File: src/hcbd_pkg.sv
package hcbd_pkg;

    localparam logic [7:0] CH_CR = 8'h0D;
    localparam logic [7:0] CH_LF = 8'h0A;
    localparam logic [7:0] CH_SP = 8'h20;
    localparam logic [7:0] CH_HT = 8'h09;
    localparam logic [7:0] CH_VT = 8'h0B;
    localparam logic [7:0] CH_FF = 8'h0C;

    localparam logic [1:0] ST_PROGRESS  = 2'd0;
    localparam logic [1:0] ST_ZERO_END  = 2'd1;
    localparam logic [1:0] ST_TRUNCATED = 2'd2;
    localparam logic [1:0] ST_OVERFLOW  = 2'd3;

    // Parser phases, one-hot.
    typedef enum logic [4:0] {
        PH_SIZE    = 5'b00001,
        PH_SIZE_CR = 5'b00010,
        PH_DATA    = 5'b00100,
        PH_TRAIL   = 5'b01000,
        PH_DONE    = 5'b10000
    } t_phase;

    typedef struct packed {
        logic [7:0] payload_byte;
        logic       byte_present;
        logic       body_last;
        logic [1:0] status;
    } t_result;

    typedef struct packed {
        logic       valid;
        logic [3:0] value;
    } t_hex_digit;

    function automatic t_hex_digit hex_decode(input logic [7:0] b);
        t_hex_digit d;
        d.valid = 1'b1;
        d.value = 4'd0;
        if (b >= 8'h30 && b <= 8'h39) begin
            d.value = 4'(b - 8'h30);
        end else if (b >= 8'h61 && b <= 8'h66) begin
            d.value = 4'(b - 8'h57);
        end else if (b >= 8'h41 && b <= 8'h46) begin
            d.value = 4'(b - 8'h37);
        end else begin
            d.valid = 1'b0;
        end
        return d;
    endfunction

    function automatic logic is_blank(input logic [7:0] b);
        return (b == CH_SP) || (b == CH_HT) || (b == CH_VT) || (b == CH_FF);
    endfunction

endpackage

File: src/http_chunked_body_decoder_unit.sv
// Channel  | Handshake          | Payload                                         | Dir
// ---------+--------------------+-------------------------------------------------+----
// body in  | i_valid / o_ready  | i_body_byte, i_end_of_input                     | in
// result   | o_valid / i_ready  | o_payload_byte, o_byte_present, o_body_last,    | out
//          |                    | o_status                                        |
//
// One body byte is taken per cycle while o_ready is high. The byte is parsed in the
// cycle of its request, and its result (if any) is written into the result buffer.
// A two-entry result buffer decouples the sides. o_ready is low whenever both entries are
// occupied, even in a cycle in which the consumer takes one, so a stalled consumer holds
// off the input once two results wait; no byte is taken then, even one with no result.
// Reset (synchronous, active low) returns the parser to the start of a size line and
// empties the result buffer.
module http_chunked_body_decoder_unit #(
    parameter int SIZE_BITS = 32
) (
    input  logic       i_clk,
    input  logic       i_rst_n,
    input  logic       i_valid,
    output logic       o_ready,
    input  logic [7:0] i_body_byte,
    input  logic       i_end_of_input,
    output logic       o_valid,
    input  logic       i_ready,
    output logic [7:0] o_payload_byte,
    output logic       o_byte_present,
    output logic       o_body_last,
    output logic [1:0] o_status
);
    import hcbd_pkg::*;

    // Parser state. r_size holds the size while the size line is read, and the number of
    // payload bytes still to come while the chunk data is passed through.
    t_phase               r_phase,      n_phase;
    logic [SIZE_BITS-1:0] r_size,       n_size;
    logic                 r_started,    n_started;
    logic                 r_stopped,    n_stopped;
    logic                 r_overflowed, n_overflowed;

    logic                 w_accept;
    logic                 w_full;
    logic                 w_res_valid;
    t_result              w_res;
    t_result              w_out;

    logic [SIZE_BITS-1:0] w_acc_size;
    logic                 w_acc_started;
    logic                 w_acc_stopped;
    logic                 w_acc_overflowed;

    logic                 w_is_eol;
    logic [SIZE_BITS-1:0] w_one;

    assign w_accept = i_valid && o_ready;
    assign o_ready  = !w_full;
    assign w_is_eol = (i_body_byte == CH_CR) || (i_body_byte == CH_LF);
    assign w_one    = {{(SIZE_BITS-1){1'b0}}, 1'b1};

    // Hex accumulation for a size line byte. Its output is used only when the byte
    // actually lands in the size line phase; the size and flags feeding it are the
    // ones valid at that point, which for a fresh line after the trailer are cleared.
    logic                 w_fresh_line;
    logic [SIZE_BITS-1:0] w_acc_in_size;
    logic                 w_acc_in_started;
    logic                 w_acc_in_stopped;

    assign w_fresh_line     = (r_phase == PH_TRAIL) && !w_is_eol;
    assign w_acc_in_size    = w_fresh_line ? '0 : r_size;
    assign w_acc_in_started = w_fresh_line ? 1'b0 : r_started;
    assign w_acc_in_stopped = w_fresh_line ? 1'b0 : r_stopped;

    hcbd_size_acc #(
        .SIZE_BITS (SIZE_BITS)
    ) u_size_acc (
        .i_byte       (i_body_byte),
        .i_size       (w_acc_in_size),
        .i_started    (w_acc_in_started),
        .i_stopped    (w_acc_in_stopped),
        .i_overflowed (r_overflowed),
        .o_size       (w_acc_size),
        .o_started    (w_acc_started),
        .o_stopped    (w_acc_stopped),
        .o_overflowed (w_acc_overflowed)
    );

    // Byte parse. The phases are tried in order, as one byte may leave one phase and be
    // handled by the next: the byte after a CR that is not LF is payload, and the first
    // byte after the trailing CR/LF run opens the next size line.
    always_comb begin
        logic   v_consumed;
        logic   v_present;
        logic   v_ended;
        t_phase v_phase;

        v_consumed   = 1'b0;
        v_present    = 1'b0;
        v_ended      = 1'b0;
        v_phase      = r_phase;
        n_phase      = r_phase;
        n_size       = r_size;
        n_started    = r_started;
        n_stopped    = r_stopped;
        n_overflowed = r_overflowed;
        w_res_valid  = 1'b0;
        w_res        = '0;

        if (r_phase == PH_DONE) begin
            // Absorbing state after a zero chunk: only an end of input rearms.
            if (i_end_of_input) begin
                n_phase      = PH_SIZE;
                n_size       = '0;
                n_started    = 1'b0;
                n_stopped    = 1'b0;
                n_overflowed = 1'b0;
            end
        end else begin
            if (v_phase == PH_SIZE_CR) begin
                v_phase = PH_DATA;
                if (i_body_byte == CH_LF) begin
                    v_consumed = 1'b1;
                end
            end
            if (!v_consumed && v_phase == PH_TRAIL) begin
                if (w_is_eol) begin
                    v_consumed = 1'b1;
                end else begin
                    v_phase   = PH_SIZE;
                    n_size    = '0;
                    n_started = 1'b0;
                    n_stopped = 1'b0;
                end
            end
            if (!v_consumed && v_phase == PH_DATA) begin
                v_present  = 1'b1;
                v_consumed = 1'b1;
                if (r_size != '0) begin
                    n_size = r_size - w_one;
                end
                if ((r_size == '0) || (r_size == w_one)) begin
                    v_phase = PH_TRAIL;
                end
            end
            if (!v_consumed && v_phase == PH_SIZE) begin
                if (w_is_eol) begin
                    if (n_size == '0) begin
                        v_ended = 1'b1;
                    end else if (i_body_byte == CH_CR) begin
                        v_phase = PH_SIZE_CR;
                    end else begin
                        v_phase = PH_DATA;
                    end
                end else begin
                    n_size       = w_acc_size;
                    n_started    = w_acc_started;
                    n_stopped    = w_acc_stopped;
                    n_overflowed = w_acc_overflowed;
                end
            end

            w_res.payload_byte = v_present ? i_body_byte : 8'd0;
            w_res.byte_present = v_present;
            w_res.body_last    = v_ended || i_end_of_input;
            if (n_overflowed) begin
                w_res.status = ST_OVERFLOW;
            end else if (v_ended) begin
                w_res.status = ST_ZERO_END;
            end else if (i_end_of_input) begin
                w_res.status = ST_TRUNCATED;
            end else begin
                w_res.status = ST_PROGRESS;
            end
            w_res_valid = v_present || v_ended || i_end_of_input;

            n_phase = v_phase;
            if (i_end_of_input) begin
                n_phase      = PH_SIZE;
                n_size       = '0;
                n_started    = 1'b0;
                n_stopped    = 1'b0;
                n_overflowed = 1'b0;
            end else if (v_ended) begin
                n_phase = PH_DONE;
            end
        end
    end

    always_ff @(posedge i_clk) begin
        if (!i_rst_n) begin
            r_phase      <= PH_SIZE;
            r_size       <= '0;
            r_started    <= 1'b0;
            r_stopped    <= 1'b0;
            r_overflowed <= 1'b0;
        end else if (w_accept) begin
            r_phase      <= n_phase;
            r_size       <= n_size;
            r_started    <= n_started;
            r_stopped    <= n_stopped;
            r_overflowed <= n_overflowed;
        end
    end

    hcbd_out_fifo u_out_fifo (
        .i_clk    (i_clk),
        .i_rst_n  (i_rst_n),
        .i_push   (w_accept && w_res_valid),
        .i_result (w_res),
        .o_full   (w_full),
        .o_valid  (o_valid),
        .i_pop    (i_ready),
        .o_result (w_out)
    );

    assign o_payload_byte = w_out.payload_byte;
    assign o_byte_present = w_out.byte_present;
    assign o_body_last    = w_out.body_last;
    assign o_status       = w_out.status;

    a_done_is_silent: assert property (@(posedge i_clk) disable iff (!i_rst_n)
        (w_accept && r_phase == PH_DONE) |-> !w_res_valid)
        else $error("result produced after the zero chunk");

    a_eoi_ends_body: assert property (@(posedge i_clk) disable iff (!i_rst_n)
        (w_accept && i_end_of_input && r_phase != PH_DONE) |-> (w_res_valid && w_res.body_last))
        else $error("end of input did not close the body");

    a_eoi_rearms: assert property (@(posedge i_clk) disable iff (!i_rst_n)
        (w_accept && i_end_of_input) |=> (r_phase == PH_SIZE && r_size == '0 && !r_overflowed))
        else $error("parser not rearmed after end of input");

    a_overflow_sticky: assert property (@(posedge i_clk) disable iff (!i_rst_n)
        (r_overflowed && w_res_valid) |-> (w_res.status == ST_OVERFLOW))
        else $error("overflowed body reported without overflow status");

endmodule

File: src/hcbd_size_acc.sv
module hcbd_size_acc #(
    parameter int SIZE_BITS = 32
) (
    input  logic [7:0]           i_byte,
    input  logic [SIZE_BITS-1:0] i_size,
    input  logic                 i_started,
    input  logic                 i_stopped,
    input  logic                 i_overflowed,
    output logic [SIZE_BITS-1:0] o_size,
    output logic                 o_started,
    output logic                 o_stopped,
    output logic                 o_overflowed
);
    import hcbd_pkg::*;

    t_hex_digit w_digit;
    logic       w_top_busy;

    assign w_digit    = hex_decode(i_byte);
    // Shifting in one more digit overflows exactly when the top nibble is nonzero.
    assign w_top_busy = |i_size[SIZE_BITS-1 -: 4];

    always_comb begin
        o_size       = i_size;
        o_started    = i_started;
        o_stopped    = i_stopped;
        o_overflowed = i_overflowed;
        if (w_digit.valid && !i_stopped) begin
            o_started = 1'b1;
            if (w_top_busy) begin
                o_size       = '1;
                o_overflowed = 1'b1;
            end else begin
                o_size = {i_size[SIZE_BITS-5:0], w_digit.value};
            end
        end else if (is_blank(i_byte) && !i_started && !i_stopped) begin
            o_stopped = i_stopped;
        end else begin
            o_stopped = 1'b1;
        end
    end

endmodule

File: src/hcbd_out_fifo.sv
module hcbd_out_fifo (
    input  logic              i_clk,
    input  logic              i_rst_n,
    input  logic              i_push,
    input  hcbd_pkg::t_result i_result,
    output logic              o_full,
    output logic              o_valid,
    input  logic              i_pop,
    output hcbd_pkg::t_result o_result
);
    import hcbd_pkg::*;

    t_result    r_mem [2];
    logic       r_wr_ptr;
    logic       r_rd_ptr;
    logic [1:0] r_count;
    logic [1:0] n_count;
    logic       w_pop_ok;

    assign o_full   = (r_count == 2'd2);
    assign o_valid  = (r_count != 2'd0);
    assign o_result = r_mem[r_rd_ptr];
    assign w_pop_ok = i_pop && o_valid;

    always_comb begin
        n_count = r_count;
        if (i_push && !w_pop_ok) begin
            n_count = r_count + 2'd1;
        end else if (!i_push && w_pop_ok) begin
            n_count = r_count - 2'd1;
        end
    end

    always_ff @(posedge i_clk) begin
        if (!i_rst_n) begin
            r_wr_ptr <= 1'b0;
            r_rd_ptr <= 1'b0;
            r_count  <= 2'd0;
        end else begin
            r_count <= n_count;
            if (i_push) begin
                r_wr_ptr <= ~r_wr_ptr;
            end
            if (w_pop_ok) begin
                r_rd_ptr <= ~r_rd_ptr;
            end
        end
    end

    always_ff @(posedge i_clk) begin
        if (i_push) begin
            r_mem[r_wr_ptr] <= i_result;
        end
    end

    a_no_push_when_full: assert property (@(posedge i_clk) disable iff (!i_rst_n)
        o_full |-> !i_push)
        else $error("push into a full result buffer");

    a_count_bound: assert property (@(posedge i_clk) disable iff (!i_rst_n)
        r_count != 2'd3)
        else $error("result buffer count out of range");

    a_ptrs_track_count: assert property (@(posedge i_clk) disable iff (!i_rst_n)
        ((r_count == 2'd0) || (r_count == 2'd2)) |-> (r_wr_ptr == r_rd_ptr))
        else $error("result buffer pointers disagree with count");

endmodule
File: config.mk
export PLATFORM = sky130hd
export DESIGN_NAME = http_chunked_body_decoder_unit
export DESIGN_NICKNAME = d
export VERILOG_FILES = /design/src/hcbd_pkg.sv /design/src/http_chunked_body_decoder_unit.sv /design/src/hcbd_size_acc.sv /design/src/hcbd_out_fifo.sv
export SDC_FILE = /design/constraint.sdc
export NUM_CORES = 1
export LEC_CHECK = 0
export ABC_AREA = 1
export BUFFER_PORTS_ARGS = -buffer_cell sky130_fd_sc_hd__buf_2
export CAP_MARGIN = 20
export CORE_MARGIN = 4
export CORE_UTILIZATION = 63
export DETAILED_ROUTE_END_ITERATION = 8
export PLACE_DENSITY_LB_ADDON = 0.15
export RECOVER_POWER = 100
export SLEW_MARGIN = 10
export SYNTH_ARGS = -nofsm -noshare
export SYNTH_HDL_FRONTEND = slang
export SYNTH_SLANG_ARGS = --single-unit
File: constraint.sdc
create_clock -name i_clk -period 4.77 [get_ports i_clk]
set_clock_uncertainty 0.15 [all_clocks]
set_input_delay 0.477 -clock i_clk [delete_from_list [all_inputs] [get_ports i_clk]]
set_output_delay 0.477 -clock i_clk [all_outputs]
set_load 0.05 [all_outputs]
After elaboration in Yosys (flattened, before gate mapping)
Memory sizes are Yosys's and may differ from the RTL's. A register that Yosys moved wholly into a read port is not among the register bits.
Index checks and enable logic that the tools add are counted.
W data, S select, Z words.
{"block": "totals", "output_inout_bits": 14, "reg_bits": 44, "mem_count": 1, "mem_bits_rw": 24, "word_cells": 163, "input_bits": 13}
{"memory": "u_out_fifo.r_mem", "depth": 2, "width": 12, "rd": 1, "rd_ports_with_merged_regs": 1, "write_ports": 1, "line": "hcbd_out_fifo.sv:13", "text": "t_result r_mem [2];"}
{"block": "classes", "reduce_logical": 39, "order_cmp": 6, "addsub": 6, "bitwise": 2, "eq_ne": 15, "mux": 86}
{"op": "$mux W32", "count": 13}
{"op": "$mux W5", "count": 15}
{"op": "$logic_not A32 Y1", "count": 2}
{"op": "$mux W1", "count": 47}
{"op": "$eq A8 B4 Y1 const B", "count": 5}
{"op": "$eq A32 B1 Y1 const B", "count": 1}
{"op": "$reduce_bool A32 Y1", "count": 1}
{"op": "$sub A32 B1 Y32 const B", "count": 1}
{"op": "$ge A8 B7 Y1 const B", "count": 2}
{"op": "$le A8 B7 Y1 const B", "count": 2}
{"op": "$logic_and A1 B1 Y1", "count": 15}
{"op": "$mux W12", "count": 1}
{"op": "$mux W4", "count": 3}
{"op": "$eq A5 B4 Y1 const B", "count": 2}
{"op": "$mux W2", "count": 5}
{"op": "$logic_not A1 Y1", "count": 9}
{"op": "$eq A8 B6 Y1 const B", "count": 1}
{"op": "$ge A8 B6 Y1 const B", "count": 1}
{"op": "$le A8 B6 Y1 const B", "count": 1}
{"op": "$logic_or A1 B1 Y1", "count": 8}
{"op": "$mux W8", "count": 1}
{"op": "$sub A4 B3 Y4 const B", "count": 2}
{"op": "$eq A5 B1 Y1 const B", "count": 1}
{"op": "$eq A5 B2 Y1 const B", "count": 1}
{"op": "12 further kinds", "count": 14}

Depth between registers and ports, before layout
{"block": "logic_depth", "ltp_word": 25, "ltp_mapped": 28, "mapped_depth_nobuf": 27}

Modules after synthesis
A second synthesis with hierarchy kept.
{"block": "hier_totals", "hier_cells": 1000, "area_unflattened_um2": 6010.8}
{"module": "http_chunked_body_decoder_unit", "cells_each": 774, "n_inst": 1, "area_per_inst_um2": 4086.4, "seq_area_each_um2": 800.8}
{"module": "hcbd_out_fifo", "cells_each": 73, "n_inst": 1, "area_per_inst_um2": 1142.3, "seq_area_each_um2": 820.8}
{"module": "hcbd_size_acc", "cells_each": 153, "n_inst": 1, "area_per_inst_um2": 782.0, "seq_area_each_um2": 0.0}

Worst setup path after synthesis
Ideal clock, no wire load.
{"block": "synth_path", "path_kind": "input to register", "start": "in i_body_byte[1]", "end": "mem u_out_fifo.r_mem[0][0] (netlist name) (enable)", "path_stages": 22, "arrival_ns": 2.944, "path_buffers": 2, "setup_time_ns": 0.380, "required_time_ns": 4.240, "slack_ns": 1.296, "cell_sequence": "inv_1 > ha_1 > inv_1 > nor2_2 > nand3_1 > nand3_2 > nand3_2 > nor2_2 > buf_6 > buf_6 > nand2_1 > nand2_1 > nand3_1 > nor2_1 > nand2_1 > nor2_2 > nand3_2 > nand2_1 > nand2_1 > nand2_2 > nand2_1 > nor2_1"}
{"block": "synth_between", "elab_chain_cells": 23, "elab_cells_between_ends": 43, "classes_between": "eq/ne: 4; mux: 28; reduce/logical: 11"}
{"item": "start: declaration", "line": "http_chunked_body_decoder_unit.sv:21", "text": "input logic [7:0] i_body_byte,"}
{"item": "$eq A8 B4 Y1", "line": "http_chunked_body_decoder_unit.sv:56, http_chunked_body_decoder_unit.sv:119"}
{"item": "$mux W1", "line": "http_chunked_body_decoder_unit.sv:119", "text": "if (i_body_byte == CH_LF) begin"}
{"item": "$mux W1", "line": "http_chunked_body_decoder_unit.sv:117", "text": "if (v_phase == PH_SIZE_CR) begin"}
{"item": "$mux W1", "line": "http_chunked_body_decoder_unit.sv:107", "text": "if (r_phase == PH_DONE) begin"}
{"item": "$logic_not A1 Y1", "line": "http_chunked_body_decoder_unit.sv:123", "text": "if (!v_consumed && v_phase == PH_TRAIL) begin"}
{"item": "$logic_and A1 B1 Y1", "line": "http_chunked_body_decoder_unit.sv:123"}
{"item": "$mux W5 or $mux W1 (tied branches)", "line": "http_chunked_body_decoder_unit.sv:123"}
{"item": "$mux W5 or $mux W1 (tied branches)", "line": "http_chunked_body_decoder_unit.sv:107"}
{"item": "(+6 left out)"}
{"item": "$mux W1", "line": "http_chunked_body_decoder_unit.sv:144", "text": "if (w_is_eol) begin"}
{"item": "$mux W1", "line": "http_chunked_body_decoder_unit.sv:143", "text": "if (!v_consumed && v_phase == PH_SIZE) begin"}
{"item": "$mux W1", "line": "http_chunked_body_decoder_unit.sv:107"}
{"item": "$logic_or A1 B1 Y1 (*) (2 in a row)", "line": "http_chunked_body_decoder_unit.sv:172", "text": "w_res_valid = v_present || v_ended || i_end_of_input;"}
{"item": "$mux W1 (*)", "line": "http_chunked_body_decoder_unit.sv:107"}
{"item": "$logic_and A1 B1 Y1 (*)", "line": "http_chunked_body_decoder_unit.sv:206", "text": ".i_push (w_accept && w_res_valid),"}
{"item": "$mux W1 (*)", "line": "hcbd_out_fifo.sv:51", "text": "if (i_push) begin"}
{"item": "$mux W1 (implied by the code) (*)", "line": "hcbd_out_fifo.sv:52", "text": "r_mem[r_wr_ptr] <= i_result;"}
{"item": "end: declaration", "line": "hcbd_out_fifo.sv:13"}
Every way passes the cells marked *; elsewhere a longest branch is shown, timed or not. The select of a mux whose other input is x is not followed.

Worst setup path after layout
{"block": "layout_path", "start": "reg r_size[0]", "end": "mem u_out_fifo.r_mem[0][3] (netlist name) (enable)"}
{"block": "layout_between", "elab_chain_cells": 16, "elab_cells_between_ends": 26, "classes_between": "add/sub: 1; eq/ne: 2; mux: 15; reduce/logical: 8"}
{"item": "start: declaration", "line": "http_chunked_body_decoder_unit.sv:35", "text": "logic [SIZE_BITS-1:0] r_size, n_size;"}
{"item": "start signal: assignment", "line": "http_chunked_body_decoder_unit.sv:196", "text": "r_size <= n_size;"}
{"item": "parallel branches: the longest is 8 deep, another holds $sub A32 B1 Y32"}
{"item": "$mux W1 (*)", "line": "http_chunked_body_decoder_unit.sv:143"}
{"item": "$mux W1 (*)", "line": "http_chunked_body_decoder_unit.sv:107"}
{"item": "$logic_or A1 B1 Y1 (*) (2 in a row)", "line": "http_chunked_body_decoder_unit.sv:172"}
{"item": "$mux W1 (*)", "line": "http_chunked_body_decoder_unit.sv:107"}
{"item": "$logic_and A1 B1 Y1 (*)", "line": "http_chunked_body_decoder_unit.sv:206"}
{"item": "$mux W1 (*)", "line": "hcbd_out_fifo.sv:51"}
{"item": "$mux W1 (implied by the code) (*)", "line": "hcbd_out_fifo.sv:52"}
Every way passes the cells marked *. The select of a mux whose other input is x is not followed.

==> flow_metrics.py <==
metrics = {
    "synth": {
        "ys.flop_type": "dfxtp_1",
        "synth_area_leaders": "nand2_1 21%, dfxtp_1 16%, edfxtp_1 13%",
        "synth_cell_type_count": 36,
        "syn-num-nets": 929,
        "synth_top_area_share_pct": 21.3,
        "seq_area_frac_synth_pct": 29.7,
        "netlist_instances": 908,
        "synth_async_sr_flop_share_pct": 0,
        "yosys_warnings": 0,
        "synth-seq-cells": 69,
        "syn_area_per_cell_um2": 6.01,
        "synth_edf_count": 24,
        "yosys.area.top_type": "nand2_1",
        "synth_area_um2": 5460,
    },
    "critical_path": {
        "critPathArrivalTime_ns": 4.10,
        "crit_slowest_cell": "clkbuf_1",
        "crit_type": "flop to flop",
        "path_buf_inv": 2,
        "crit_family": "simple AND/OR/NAND/NOR gates",
        "critPathCaptureType": "flop",
        "cp_common_cell": "nand2_1",
        "max_stage_delay_ns": 0.57,
        "path_cells": "inv_1, ha_1, nand3_2, nor2_4, nand2_2, nor2_2, nor2_1, nand2_1, nand4_1, nor2_1, nand2_1, nor2_1, nand3_2, nand2_1, nand2_1, nand2_2, nand2_1, nor2_1, clkbuf_1",
        "worst_ep_required_time_ns": 4.61,
        "startpoint_type": "flop",
        "path_max_fanout": 12,
    },
    "sta": {
        "finalSetupTns_ns": 0,
        "finalCritPeriodShare_pct": 89.5,
        "hold_slack_ns": 0.237,
        "min_period_ns": 4.27,
        "worstMarginPinSlew_ns": 1.09,
        "rsz0062_at_grt": "no",
        "hold_viol_final": 0,
        "slew_viol_final": 0,
        "setup_violations": 0,
        "slew_headroom_pct": 27.4,
        "fmax_ghz": 0.234,
    },
    "final_layout": {
        "final_cell_area_um2": 5790,
        "final_common_cell": "nand2_1",
        "drive_gt1_share_pct": 7.78,
        "antennaDiodeCount": 0,
        "final_cell_mix": "310 x nand2_1, 124 x nor2_1, 88 x inv_1, 70 x a21oi_1, 65 x nand3_1",
        "syn_to_final_growth_pct": 6.07,
        "nets": 942,
        "fin_cells": 1031,
    },
    "placed_design": {
        "gp_congestion": 0.987,
        "dpl.cell_count": 1015,
        "io_buffers": 26,
        "place_hpwl_um": 12100,
        "dpl_cell_area_um2": 5640,
    },
    "die": {
        "core_area_um2": 8340,
        "fp.dieH_um": 101,
        "rows": 33,
        "die_w_um": 101,
        "initial_core_util_pct": 65.5,
        "boundaryPins": 27,
        "dieArea_um2": 10200,
    },
    "power_and_ir_drop": {
        "leakage_nw": 2.80,
        "vdd_ir_drop_max_v": 0.000198,
        "p_total_w": 0.00252,
        "power_density_nw_per_um2": 435,
    },
    "detailed_routing": {
        "wl_met1_um": 6600,
        "routed-wl-met3_um": 1990,
        "vias_per_cell": 6.10,
        "wl_per_cell_um": 16.7,
        "drt_pre_antenna_iters": 6,
        "wl_met2_um": 7970,
        "drtIter0Drc": 722,
        "routed.top_layer": "met4",
        "wl_um": 17200,
        "detail-route-antenna-nets": 0,
        "vias": 6292,
        "drcViolationCount": 0,
    },
    "clock_tree": {
        "cts.path.max_buffers": 2,
        "clk_pin_slew_ns": 0.08,
        "cts.sinks": 69,
        "clock-root-buffer": "clkbuf_8",
        "h-tree-depth": 3,
        "cts-hold-fix-buffers": 0,
        "cts-buffers-inserted": 9,
        "postCtsSetupRepairBufs": 0,
        "clk_latency_ns": 0.36,
        "tritoncts": "yes",
        "cts_resized": 0,
    },
    "grt": {
        "grt_pass1_wl_um": 28100,
        "grt_max_degree": 40,
        "antenna_found_initial": 0,
        "gr-usage-all-layers_pct": 34.3,
        "gr-total-overflow": 0,
        "grt_pass1_vias": 5935,
    },
    "status": {
        "outcome": "finished clean",
    },
    "run": {
        "timing.max_cap.violations": 0,
    },
    "hold_path": {
        "hp-class": "primary input to flop",
    },
}
==> flip-flops by register name (all words and copies together), names as in the netlist, named ones only <==
| register | cells |
|---|---|
| r_overflowed | 1 |
| r_phase | 5 |
| r_size | 32 |
| r_started | 1 |
| r_stopped | 1 |
| u_out_fifo.r_count | 2 |
| u_out_fifo.r_mem | 24 |
| u_out_fifo.r_rd_ptr | 1 |
| u_out_fifo.r_wr_ptr | 1 |
==> synthesized netlist by cell type (all sizes together), types with 8 or more instances <==
master / count
inv: 96
o22ai: 28
nand2: 313
clkbuf: 14
xor2: 9
nand4: 15
mux2: 12
buf: 22
a21oi: 71
edfxtp: 24
nor2: 131
dfxtp: 45
o21ai: 31
nand3: 69
ha: 8
==> power by group <==
| group | internal (W) | switching, W |
|---|---|---|
| sequential | 0.000659 | 0.0000593 |
| clock | 0.000221 | 0.000255 |
| combinational | 0.000380 | 0.000942 |
==> routing by layer <==
metal | up-vias | track usage, %
met5 | - | 0
met2 | 429 | 57.7
met1 | 2806 | 42.6
met4 | 0 | 16.2
li1 | 2982 | -
met3 | 75 | 5.61
==> final cells by class <==
| cell class | count | area [µm²] |
|---|---|---|
| multi-input combinational | 707 | 3300 |
| fill | 770 | 2550 |
| sequential | 69 | 1620 |
| inverter | 96 | 360 |
| timing repair buffer | 38 | 190 |
| clock buffer | 10 | 149 |
| tap | 105 | 131 |
| clock inverter | 6 | 42.5 |
==> final timing paths <==
| path | slack [ns] | to | cells past startpoint | start |
|---|---|---|---|---|
| worst max-delay path | 0.50 | u_out_fifo.r_mem[0][3]$_DFFE_PP_ | 19 | r_size[0]$_SDFFE_PN0P_ |
| worst min-delay path | 0.24 | u_out_fifo.r_wr_ptr$_SDFFE_PN0P_ | 3 | i_rst_n |
| worst max register to register | 0.50 | u_out_fifo.r_mem[0][3]$_DFFE_PP_ | 19 | r_size[0]$_SDFFE_PN0P_ |
| worst min register to register | 0.33 | r_stopped$_SDFFE_PN0P_ | 2 | r_stopped$_SDFFE_PN0P_ |
==> worst register-to-register path, stage by stage (launching register included) <==
cell	delay, ns
dfxtp_1	0.36
inv_1	0.11
ha_1	0.24
nand3_2	0.16
nor2_4	0.23
nand2_2	0.10
nor2_2	0.51
nor2_1	0.11
nand2_1	0.13
nand4_1	0.10
nor2_1	0.14
nand2_1	0.09
nor2_1	0.28
nand3_2	0.17
nand2_1	0.09
nand2_1	0.07
nand2_2	0.08
nand2_1	0.07
nor2_1	0.12
clkbuf_1	0.57
==> kinds of logic (layout without fill, tap and decap cells) <==
group,Yosys count,after routing,synth area share (%)
compound gates,139,139,13.9
flops,69,69,29.7
xor+xnor,10,10,1.60
mux,12,12,2.47
simple gates,538,538,40.6
buf+inv,132,150,9.90
fa+ha+maj,8,8,1.83
==> stage by stage <==
step | setup WS (ns) | util, %
global route | 0.105 | 69.4
floorplan | 1.30 | -
global placement | 0.693 | 67.6
CTS | 0.463 | 69.9
finish | 0.502 | 69.4
detailed placement | 0.420 | 67.6
Power figures use the tool's default switching activity.
